### src/rtl/nmds_pkg.sv
`timescale 1ns / 1ps
`default_nettype none
// ----------------------------------------------------------------------------
// nmds_pkg
// Shared widths, constants and types of the normal map diffuse shader.
// ----------------------------------------------------------------------------
package nmds_pkg;

	localparam int CFG_W     = 9;
	localparam int CFG_IDX_W = 1;
	localparam int PIX_W     = 24;
	localparam int SHADE_W   = 8;
	localparam int Q_BITS    = 15;
	localparam int LQ_W      = Q_BITS + 1;
	localparam int DOT_FRAC  = 23;
	localparam int Z_MAG     = 100;

	localparam logic [CFG_IDX_W-1:0] REG_LIGHT_X = 1'b0;
	localparam logic [CFG_IDX_W-1:0] REG_LIGHT_Y = 1'b1;

	typedef struct packed {
		logic signed [LQ_W-1:0] lx;
		logic signed [LQ_W-1:0] ly;
		logic signed [LQ_W-1:0] lz;
	} light_vec_t;

endpackage
`default_nettype wire

### src/rtl/nmds_light.sv
`timescale 1ns / 1ps
`default_nettype none
// ----------------------------------------------------------------------------
// nmds_light
// Light registers and the sequencer that normalizes the light vector to
// Q1.15 by a bisection on each component, one compare per ST_SQ/ST_MUL step.
// ----------------------------------------------------------------------------
module nmds_light #(
	parameter int LIGHT_CENTER = 256
) (
	input  wire logic                           clk,
	input  wire logic                           arst_n,
	input  wire logic                           cfg_we,
	input  wire logic [nmds_pkg::CFG_IDX_W-1:0] cfg_index,
	input  wire logic [nmds_pkg::CFG_W-1:0]     cfg_data,
	output      logic                           busy,
	output      nmds_pkg::light_vec_t           light
);
	import nmds_pkg::*;

	localparam int CW   = $clog2(LIGHT_CENTER + 1);
	localparam int MAGW = (CW > CFG_W) ? CW : CFG_W;
	localparam int DXW  = MAGW + 1;
	localparam int SW   = 2 * MAGW + 2;
	localparam int SHW  = 2 * Q_BITS + 2;
	localparam int TW   = 2 * MAGW + SHW;
	localparam int SQW  = 2 * LQ_W;
	localparam int PW   = SQW + SW;
	localparam logic signed [DXW-1:0] CENTER = DXW'(LIGHT_CENTER);
	localparam logic [LQ_W-1:0] HI_INIT = LQ_W'(1) << Q_BITS;
	localparam logic [LQ_W-1:0] R_MAX   = (LQ_W'(1) << Q_BITS) - LQ_W'(1);

	typedef enum logic [4:0] {
		ST_IDLE = 5'b00001,
		ST_SUM  = 5'b00010,
		ST_INIT = 5'b00100,
		ST_SQ   = 5'b01000,
		ST_MUL  = 5'b10000
	} lstate_t;

	lstate_t           state_q;
	logic              pend_q;
	logic [CFG_W-1:0]  light_x_q, light_y_q;
	logic [1:0]        comp_q;
	logic [SW-1:0]     s_q;
	logic [TW-1:0]     target_q;
	logic              neg_q;
	logic [LQ_W-1:0]   lo_q, hi_q, mid_q;
	logic [SQW-1:0]    tsq_q;
	logic signed [LQ_W-1:0] lx_q, ly_q, lz_q;

	logic signed [DXW-1:0]   dx, dy, dsel;
	logic signed [2*DXW-1:0] dx2, dy2;
	logic [DXW-1:0]          dabs;
	logic [MAGW-1:0]         mag;
	logic [2*MAGW-1:0]       mag_sq;
	logic [LQ_W:0]           mid_sum;
	logic [LQ_W-1:0]         mid, t, r;
	logic [PW-1:0]           prod;
	logic signed [LQ_W-1:0]  rval;

	always_comb begin
		dx   = $signed({{(DXW-CFG_W){1'b0}}, light_x_q}) - CENTER;
		dy   = $signed({{(DXW-CFG_W){1'b0}}, light_y_q}) - CENTER;
		dx2  = dx * dx;
		dy2  = dy * dy;
		unique case (comp_q)
			2'd0:    dsel = dx;
			2'd1:    dsel = dy;
			default: dsel = -DXW'(Z_MAG);
		endcase
		dabs    = dsel[DXW-1] ? DXW'(-dsel) : DXW'(dsel);
		mag     = dabs[MAGW-1:0];
		mag_sq  = mag * mag;
		mid_sum = {1'b0, lo_q} + {1'b0, hi_q} + (LQ_W+1)'(1);
		mid     = mid_sum[LQ_W:1];
		t       = (mid << 1) - LQ_W'(1);
		prod    = PW'(tsq_q) * PW'(s_q);
		r       = lo_q[Q_BITS] ? R_MAX : lo_q;
		rval    = neg_q ? -$signed(r) : $signed(r);
	end

	always_ff @(posedge clk or negedge arst_n) begin
		if (!arst_n) begin
			light_x_q <= CFG_W'(256);
			light_y_q <= CFG_W'(256);
			state_q   <= ST_SUM;
			pend_q    <= 1'b0;
			comp_q    <= 2'd0;
		end else begin
			if (cfg_we) begin
				pend_q <= 1'b1;
				unique case (cfg_index)
					REG_LIGHT_X: light_x_q <= cfg_data;
					REG_LIGHT_Y: light_y_q <= cfg_data;
					default:     ;
				endcase
			end
			unique case (state_q)
				ST_IDLE: begin
					if (pend_q && !cfg_we) begin
						pend_q  <= 1'b0;
						state_q <= ST_SUM;
					end
				end
				ST_SUM: begin
					comp_q  <= 2'd0;
					state_q <= ST_INIT;
				end
				ST_INIT: state_q <= ST_SQ;
				ST_SQ: begin
					if (lo_q == hi_q) begin
						if (comp_q == 2'd2) begin
							state_q <= ST_IDLE;
						end else begin
							comp_q  <= comp_q + 2'd1;
							state_q <= ST_INIT;
						end
					end else begin
						state_q <= ST_MUL;
					end
				end
				ST_MUL:  state_q <= ST_SQ;
				default: state_q <= ST_IDLE;
			endcase
		end
	end

	always_ff @(posedge clk) begin
		unique case (state_q)
			ST_SUM: s_q <= SW'(dx2) + SW'(dy2) + SW'(Z_MAG * Z_MAG);
			ST_INIT: begin
				target_q <= {mag_sq, {SHW{1'b0}}};
				neg_q    <= dsel[DXW-1];
				lo_q     <= '0;
				hi_q     <= HI_INIT;
			end
			ST_SQ: begin
				mid_q <= mid;
				tsq_q <= t * t;
				if (lo_q == hi_q) begin
					unique case (comp_q)
						2'd0:    lx_q <= rval;
						2'd1:    ly_q <= rval;
						default: lz_q <= rval;
					endcase
				end
			end
			ST_MUL: begin
				if (prod <= PW'(target_q))
					lo_q <= mid_q;
				else
					hi_q <= mid_q - LQ_W'(1);
			end
			default: ;
		endcase
	end

	assign busy     = (state_q != ST_IDLE) || pend_q;
	assign light.lx = lx_q;
	assign light.ly = ly_q;
	assign light.lz = lz_q;

endmodule
`default_nettype wire

### src/rtl/nmds_pipe.sv
`timescale 1ns / 1ps
`default_nettype none
// ----------------------------------------------------------------------------
// nmds_pipe
// Four-stage shading pipeline: decode, products, sum and clamp, round.
// ----------------------------------------------------------------------------
module nmds_pipe (
	input  wire logic                         clk,
	input  wire logic                         arst_n,
	input  wire nmds_pkg::light_vec_t         light,
	input  wire logic                         in_valid,
	output      logic                         in_ready,
	input  wire logic [nmds_pkg::PIX_W-1:0]   normal_pixel,
	output      logic                         out_valid,
	input  wire logic                         out_stall,
	output      logic [nmds_pkg::SHADE_W-1:0] shade,
	output      logic [nmds_pkg::PIX_W-1:0]   gray_pixel
);
	import nmds_pkg::*;

	localparam int PRW = LQ_W + 8;
	localparam int PZW = LQ_W + 10;
	localparam int SUMW = PZW + 2;
	localparam int DW  = DOT_FRAC + 1;
	localparam int PPW = DW + 8;
	localparam logic [DOT_FRAC-1:0] HALF = DOT_FRAC'(1) << (DOT_FRAC - 1);

	logic v1, v2, v3, v4;
	logic rdy1, rdy2, rdy3, rdy4;

	logic signed [7:0]       nr_s1, ng_s1;
	logic [7:0]              b_s1;
	logic signed [PRW-1:0]   px_s2, py_s2;
	logic signed [PZW-1:0]   pz_s2;
	logic [DW-1:0]           dot_s3;
	logic [SHADE_W-1:0]      shade_s4;

	logic signed [SUMW-1:0]  sum;
	logic [PPW-1:0]          p;
	logic [SHADE_W-1:0]      q;
	logic [DOT_FRAC-1:0]     rem;
	logic [SHADE_W:0]        qr;

	assign rdy4     = !v4 || !out_stall;
	assign rdy3     = !v3 || rdy4;
	assign rdy2     = !v2 || rdy3;
	assign rdy1     = !v1 || rdy2;
	assign in_ready = rdy1;

	always_comb begin
		sum = SUMW'(px_s2) + SUMW'(py_s2) + SUMW'(pz_s2);
		p   = (PPW'(dot_s3) << 8) - PPW'(dot_s3);
		q   = p[DOT_FRAC +: SHADE_W];
		rem = p[DOT_FRAC-1:0];
		qr  = {1'b0, q} + (SHADE_W+1)'((rem > HALF) || ((rem == HALF) && q[0]));
	end

	always_ff @(posedge clk or negedge arst_n) begin
		if (!arst_n) begin
			v1 <= 1'b0;
			v2 <= 1'b0;
			v3 <= 1'b0;
			v4 <= 1'b0;
		end else begin
			if (rdy1) v1 <= in_valid;
			if (rdy2) v2 <= v1;
			if (rdy3) v3 <= v2;
			if (rdy4) v4 <= v3;
		end
	end

	always_ff @(posedge clk) begin
		if (rdy1 && in_valid) begin
			nr_s1 <= $signed({~normal_pixel[23], normal_pixel[22:16]});
			ng_s1 <= $signed({~normal_pixel[15], normal_pixel[14:8]});
			b_s1  <= normal_pixel[7:0];
		end
		if (rdy2 && v1) begin
			px_s2 <= light.lx * nr_s1;
			py_s2 <= light.ly * ng_s1;
			pz_s2 <= -(PZW'(light.lz) * $signed({2'b00, b_s1}));
		end
		if (rdy3 && v2) begin
			if (sum < 0)
				dot_s3 <= '0;
			else if (sum > SUMW'(1) <<< DOT_FRAC)
				dot_s3 <= DW'(1) << DOT_FRAC;
			else
				dot_s3 <= sum[DW-1:0];
		end
		if (rdy4 && v3)
			shade_s4 <= qr[SHADE_W] ? {SHADE_W{1'b1}} : qr[SHADE_W-1:0];
	end

	assign out_valid  = v4;
	assign shade      = shade_s4;
	assign gray_pixel = {shade_s4, shade_s4, shade_s4};

endmodule
`default_nettype wire

### src/rtl/normal_map_diffuse_shader.sv
`timescale 1ns / 1ps
`default_nettype none
// Throughput: one pixel per cycle through the four-stage shading pipeline
// while neither the light normalizer, a register write nor out_stall holds it.
// After reset and after each register write the light normalizer runs three
// bisections, one per component, in ST_SQ/ST_MUL step pairs; input is
// stalled meanwhile. Reset is asynchronous, active low; lights default to 256.
// ----------------------------------------------------------------------------
// normal_map_diffuse_shader
// Per-pixel diffuse shading of a normal map against a configurable light.
// ----------------------------------------------------------------------------
module normal_map_diffuse_shader #(
	parameter int LIGHT_CENTER = 256
) (
	input  wire logic                           clk,
	input  wire logic                           arst_n,
	input  wire logic                           cfg_we,
	input  wire logic [nmds_pkg::CFG_IDX_W-1:0] cfg_index,
	input  wire logic [nmds_pkg::CFG_W-1:0]     cfg_data,
	input  wire logic                           in_valid,
	output      logic                           in_stall,
	input  wire logic [nmds_pkg::PIX_W-1:0]     normal_pixel,
	output      logic                           out_valid,
	input  wire logic                           out_stall,
	output      logic [nmds_pkg::SHADE_W-1:0]   shade,
	output      logic [nmds_pkg::PIX_W-1:0]     gray_pixel
);
	import nmds_pkg::*;

	light_vec_t light;
	logic       busy;
	logic       pipe_ready;

	nmds_light #(.LIGHT_CENTER(LIGHT_CENTER)) u_light (
		.clk       (clk),
		.arst_n    (arst_n),
		.cfg_we    (cfg_we),
		.cfg_index (cfg_index),
		.cfg_data  (cfg_data),
		.busy      (busy),
		.light     (light)
	);

	nmds_pipe u_pipe (
		.clk          (clk),
		.arst_n       (arst_n),
		.light        (light),
		.in_valid     (in_valid && !busy && !cfg_we),
		.in_ready     (pipe_ready),
		.normal_pixel (normal_pixel),
		.out_valid    (out_valid),
		.out_stall    (out_stall),
		.shade        (shade),
		.gray_pixel   (gray_pixel)
	);

	assign in_stall = busy || cfg_we || !pipe_ready;

endmodule
`default_nettype wire

### config.mk
export PLATFORM = sky130hd
export DESIGN_NAME = normal_map_diffuse_shader
export DESIGN_NICKNAME = d
export VERILOG_FILES = /design/src/rtl/nmds_pkg.sv /design/src/rtl/nmds_light.sv /design/src/rtl/nmds_pipe.sv /design/src/rtl/normal_map_diffuse_shader.sv
export SDC_FILE = /design/constraint.sdc
export NUM_CORES = 2
export LEC_CHECK = 0
export BUFFER_PORTS_ARGS = -buffer_cell sky130_fd_sc_hd__buf_2
export CORE_MARGIN = 5
export CORE_UTILIZATION = 40
export DETAILED_ROUTE_END_ITERATION = 8
export MAX_ROUTING_LAYER = met4
export PLACE_DENSITY = 0.67
export SLEW_MARGIN = 15
export SYNTH_ARGS = -nofsm -noshare
export SYNTH_HDL_FRONTEND = slang
export SYNTH_SLANG_ARGS = --single-unit
### constraint.sdc
create_clock -name clk -period 9.85 [get_ports clk]
set_input_delay 0.985 -clock clk [delete_from_list [all_inputs] [get_ports clk]]
set_output_delay 0.985 -clock clk [all_outputs]
set_load 0.01 [all_outputs]
# Word-level counts from Yosys, hierarchy flattened
# Cells that the tools add are included.
# word_totals
regBits	327
input_bits	39
out_inout_bits	34
word_cells	132
# op_classes
addsub	16
mul	8
n_lt_le_gt_ge	4
eq_ne	15
muxes	19
bitwise	4
n_reduce_logical	38
# op_table
op	n
$pmux 16 s2	2
$le 52x50->1	1
$mul 32x20->52	1
$mul 16x8->24	2
$mux 16	3
$mul 10x10->20	2
$mul 16x16->32	1
$sub 16x1->16 const B	2
$sub 31x24->31	1
$gt 28x25->1 const B	1
$lt 28x1->1 const B	1
$add 25x26->27	1
$neg 26->26	1
$add 24x24->25	1
$mul 16x9->25	1
$mux 24	1
$eq 23x23->1 const B	1
$gt 23x23->1 const B	1
$add 20x15->20 const B	1
$add 20x20->20	1
$pmux 10 s2	1
$pmux 5 s4	1
$sub 9x9->10 const B	2
$mul 9x9->18	1
33 further kinds	73

# Longest topological paths before layout
# depth
depth_word	7
depth_mapped	41

# Cells and area by module
# A second synthesis with hierarchy kept.
# hier_totals
cells_unflattened	6809
hier_area_um2	65679.2
# modules_own_cells
mod	instances	cells_per_inst	area_each_um2	seq_area_each_um2
nmds_light	1	4520	43558.0	5519.0
nmds_pipe	1	2287	22105.0	4003.8
normal_map_diffuse_shader	1	2	16.3	0.0

# Worst setup path before layout
# No wires, ideal clock.
# synth_path
path_kind	register -> register
start	register u_light.s_q[5]
end	register u_light.lo_q[0], enable pin
setup_time_ns	0.414
arrival_ns	9.815
required_time_ns	9.436
slack_ns	-0.379
stages_incl_launch_ff	38
period_less_slack_ns	10.229
path_cell_list	edfxtp_1 clkbuf_1 clkbuf_1 nand2_1 fa_1 fa_1 fa_1 inv_1 fa_1 inv_1 fa_1 fa_1 fa_1 inv_1 ha_1 nand3_1 or3_1 a211o_1 (+2 left out) a21oi_1 o21ai_0 o21ai_0 a21o_1 a21oi_1 xnor2_1 ha_1 nand2_1 nor4_1 a21boi_0 nand4_1 nor4_1 nand4_1 nor4_1 nand4_1 nand2_1 nand2_1 o31ai_1
# synth_via
elab_chain_cells	4
# synth_lines
element	line	source
from (decl)	nmds_light.sv:45	logic [SW-1:0] s_q;
from (signal assigned)	nmds_light.sv:131	ST_SUM: s_q <= SW'(dx2) + SW'(dy2) + SW'(Z_MAG * Z_MAG);
$mul 32x20->52	nmds_light.sv:78	prod = PW'(tsq_q) * PW'(s_q);
$le 52x50->1	nmds_light.sv:150	if (prod <= PW'(target_q))
$ne 2x1->1 (no line)	-	
$reduce_and 2->1 (no line)	-	
to (signal assigned)	nmds_light.sv:151	lo_q <= mid_q;
to (decl)	nmds_light.sv:48	logic [LQ_W-1:0] lo_q, hi_q, mid_q;
# No other way between the ends.
# A chain may end at the register's enable or synchronous reset.

# Worst setup path in the final report
# layout_path
start	register u_light.s_q[2]
end	register u_light.lo_q[2], enable pin
# The elaborated chain is that of the path after synthesis.

==> impl_metrics.env <==
export IMPL_status="finished, violations left"
export IMPL_violations="negative setup slack"
export IMPL_vias_per_cell=5.05
export IMPL_finalSetupViolations=8
export IMPL_die_h_um=412
export IMPL_clkSlewWorstSetupHoldPaths_ns=0.06
export IMPL_insertion_delay_ns=0.64
export IMPL_vias=46100
export IMPL_synth_edf_count=293
export IMPL_period_needed_ns=9.87
export IMPL_synth_top_family_by_area="adder cells"
export IMPL_worstPathMaxFanout=8
export IMPL_synthMuxAreaShare_pct=0.464
export IMPL_gp_congestion=0.929
export IMPL_synthAdderAreaFrac_pct=49.6
export IMPL_placed_area_um2=69400
export IMPL_synth_xor_area_share_pct=3.76
export IMPL_cts_buffers=43
export IMPL_nets=8804
export IMPL_synth_top_area_cell="fa_1"
export IMPL_drv_cap=0
export IMPL_cts_root_buffer="clkbuf_16"
export IMPL_cp_data_required_time_ns=10.17
export IMPL_hold_class="reg -> reg"
export IMPL_die_area_um2=170000
export IMPL_maxSlewViolCount=0
export IMPL_drt_pass1_iterations=5
export IMPL_crit_path_end_kind="flip-flop"
export IMPL_yosysSeqAreaShare_pct=14.8
export IMPL_initial_utilization_pct=40.3
export IMPL_syn_area_per_cell_um2=9.67
export IMPL_synth_most_common_cell="inv_1"
export IMPL_critPathMaxStageDelay_ns=0.55
export IMPL_yosysUniqueCellTypes=89
export IMPL_core_um2=161000
export IMPL_cts_tree="built"
export IMPL_finalCritPeriodShare_pct=100
export IMPL_nFillCells=15300
export IMPL_areaGrowthSynthToFinish_pct=10.9
export IMPL_crit_arrival_ns=10.19
export IMPL_tightest_slew_ns=1.10
export IMPL_worstSetupStartpointType="flip-flop"
export IMPL_synth_main_ff_cell="edfxtp_1"
export IMPL_core_rowCount=147
export IMPL_grt_start_max_net_pins=75
export IMPL_cts_num_sinks=323
export IMPL_antenna_found_initial=5
export IMPL_cp_slowest_cell="fa_1"
export IMPL_grt_setup_unrepaired="true"
export IMPL_multiInputGateArea_um2=49500
export IMPL_holdWs_ns=0.483
export IMPL_synth_compound_area_share_pct=6.40
export IMPL_synth_area_leaders="fa_1 38%, edfxtp_1 14%, ha_1 12%, inv_1 8.1%, and2_1 5.2%"
export IMPL_portBuffers=72
export IMPL_grt_pass1_wl_um=261000
export IMPL_synth_top_area_share_pct=38.1
export IMPL_hpwl_um=134000
export IMPL_crit_path_frequent_cell="fa_1"
export IMPL_grt_usage_pct=19.7
export IMPL_max_freq_mhz=101
export IMPL_regArea_um2=9550
export IMPL_maxSlewHeadroom_pct=26.8
export IMPL_yosys_area_share_simple_pct=15.3
export IMPL_ys_warn_count=0
export IMPL_htree_num_levels=2
export IMPL_synth_cells=6692
export IMPL_grt_overflow=0
export IMPL_clock_skew_ns=0.0401
export IMPL_hold_violations=0
export IMPL_async_flop_share_pct=9.29
export IMPL_fin_area_um2=71700
export IMPL_wl_per_cell_um=17.2
export IMPL_setup_ws_ns=-0.0244
export IMPL_drtIter0Drc=2829
export IMPL_clock_path_buffers=3
export IMPL_netlist_area_um2=64700
export IMPL_first_global_vias=49500
export IMPL_ant_nets=0
export IMPL_pin_count=73
export IMPL_die_width_um=412
export IMPL_holdBufCountCts=0
export IMPL_worstSetupPathType="reg -> reg"
export IMPL_drt_total_wl_um=157000
export IMPL_synth_seq_cells=323
export IMPL_drive_above_1_share_pct=9.47
export IMPL_drc=0
export IMPL_synthTopCellsByCount="1,390 x inv_1, 1,231 x fa_1, 698 x nand2_1"
area by class of cell:
| class | instances | area share (%) |
|---|---|---|
| clock buffers | 52 | 1.62 |
| repair buffers | 409 | 4.67 |
| well taps | 2160 | 3.77 |
| inverters | 1400 | 7.33 |
| clock inverters | 26 | 0.342 |
| multi-input cells | 4760 | 69.0 |
| diodes | 2 | 0.00698 |
| flip-flops and latches | 323 | 13.3 |
worst paths after layout:
kind	depth (start not counted)	slack (ns)	endpoint	startpoint
worst min register to register	1	0.48	u_pipe.out_valid	u_pipe.v3
worst max-delay path	39	-0.02	u_light.lo_q[2]	u_light.s_q[2]
max in group asynchronous	1	8.76	u_pipe.v3	arst_n
min in group asynchronous	1	0.49	u_light.light_x_q[7]	arst_n
worst min-delay path	1	0.48	u_pipe.out_valid	u_pipe.v3
worst max register to register	39	-0.02	u_light.lo_q[2]	u_light.s_q[2]
stage by stage:
step | setup TNS (ns) | utilization [%] | instances | setup slack, ns
after floorplan | 0 | - | 6711 | 0.105
after global placement | -20.58 | 43.2 | 9010 | -0.675
after detailed placement | -24.46 | 43.2 | 9010 | -0.806
after CTS | -2.55 | 44.4 | 9117 | -0.128
after global routing | -9.51 | 44.6 | 9132 | -0.370
final | -0.0633 | 44.6 | 9132 | -0.0244
logic make-up after synthesis:
group / Yosys count
compound gates: 624
xor+xnor: 278
fa+ha+maj: 1828
buf+inv: 1628
flops: 323
mux: 28
other cells: 2
simple gates: 1981
sequential cells by signal, summed over array words and instances (netlist names), 17 cells and up:
name and cells:
u_light.tsq_q 29, u_pipe.pz_s2 26, u_pipe.dot_s3 24, u_pipe.px_s2 24, u_pipe.py_s2 24, u_light.s_q 20
u_light.target_q 17
layout by cell type (no fill, tap or decap), types with 44 or more instances in the layout:
cell type / Yosys / layout
a21o_1: 84 / 84
a21oi_1: 176 / 164
and2_1: 542 / 539
buf_2: 0 / 72
buf_4: 24 / 290
clkbuf_16: 0 / 45
edfxtp_1: 293 / 293
fa_1: 1231 / 1220
ha_1: 597 / 585
inv_1: 1390 / 1381
nand2_1: 698 / 688
nand2b_1: 78 / 76
nand3_1: 46 / 44
nor2_1: 297 / 296
nor3_1: 71 / 70
o21ai_0: 106 / 100
xnor2_1: 204 / 202
xor2_1: 74 / 73
routing by layer:
layer / routed length (um) / vias up / track usage, %
met3: 10600 / 237 / 3.11
met5: 0 / - / -
met1: 68500 / 23300 / 26.3
met2: 73500 / 1331 / 31.4
li1: - / 21300 / -
met4: 4870 / 0 / 5.32
critical path, delay by kind of cell (launching register included):
family          cells  cell delay (ns)
fa+ha+maj           9             4.09
simple gates       13             2.47
compound gates      9             1.45
buf+inv             7             0.95
flops               1             0.44
xor+xnor            1             0.14
timing repair:
item | in CTS | in global routing
setup endpoints to repair | 33 | 38
gates resized for setup | 72 | 48
pin swaps | 69 | 68
buffers inserted | 28 | 12
cloned | 2 | 1
Power is not shown: default switching activity piles up to over one toggle a cycle in this logic, so the estimate is an artifact.
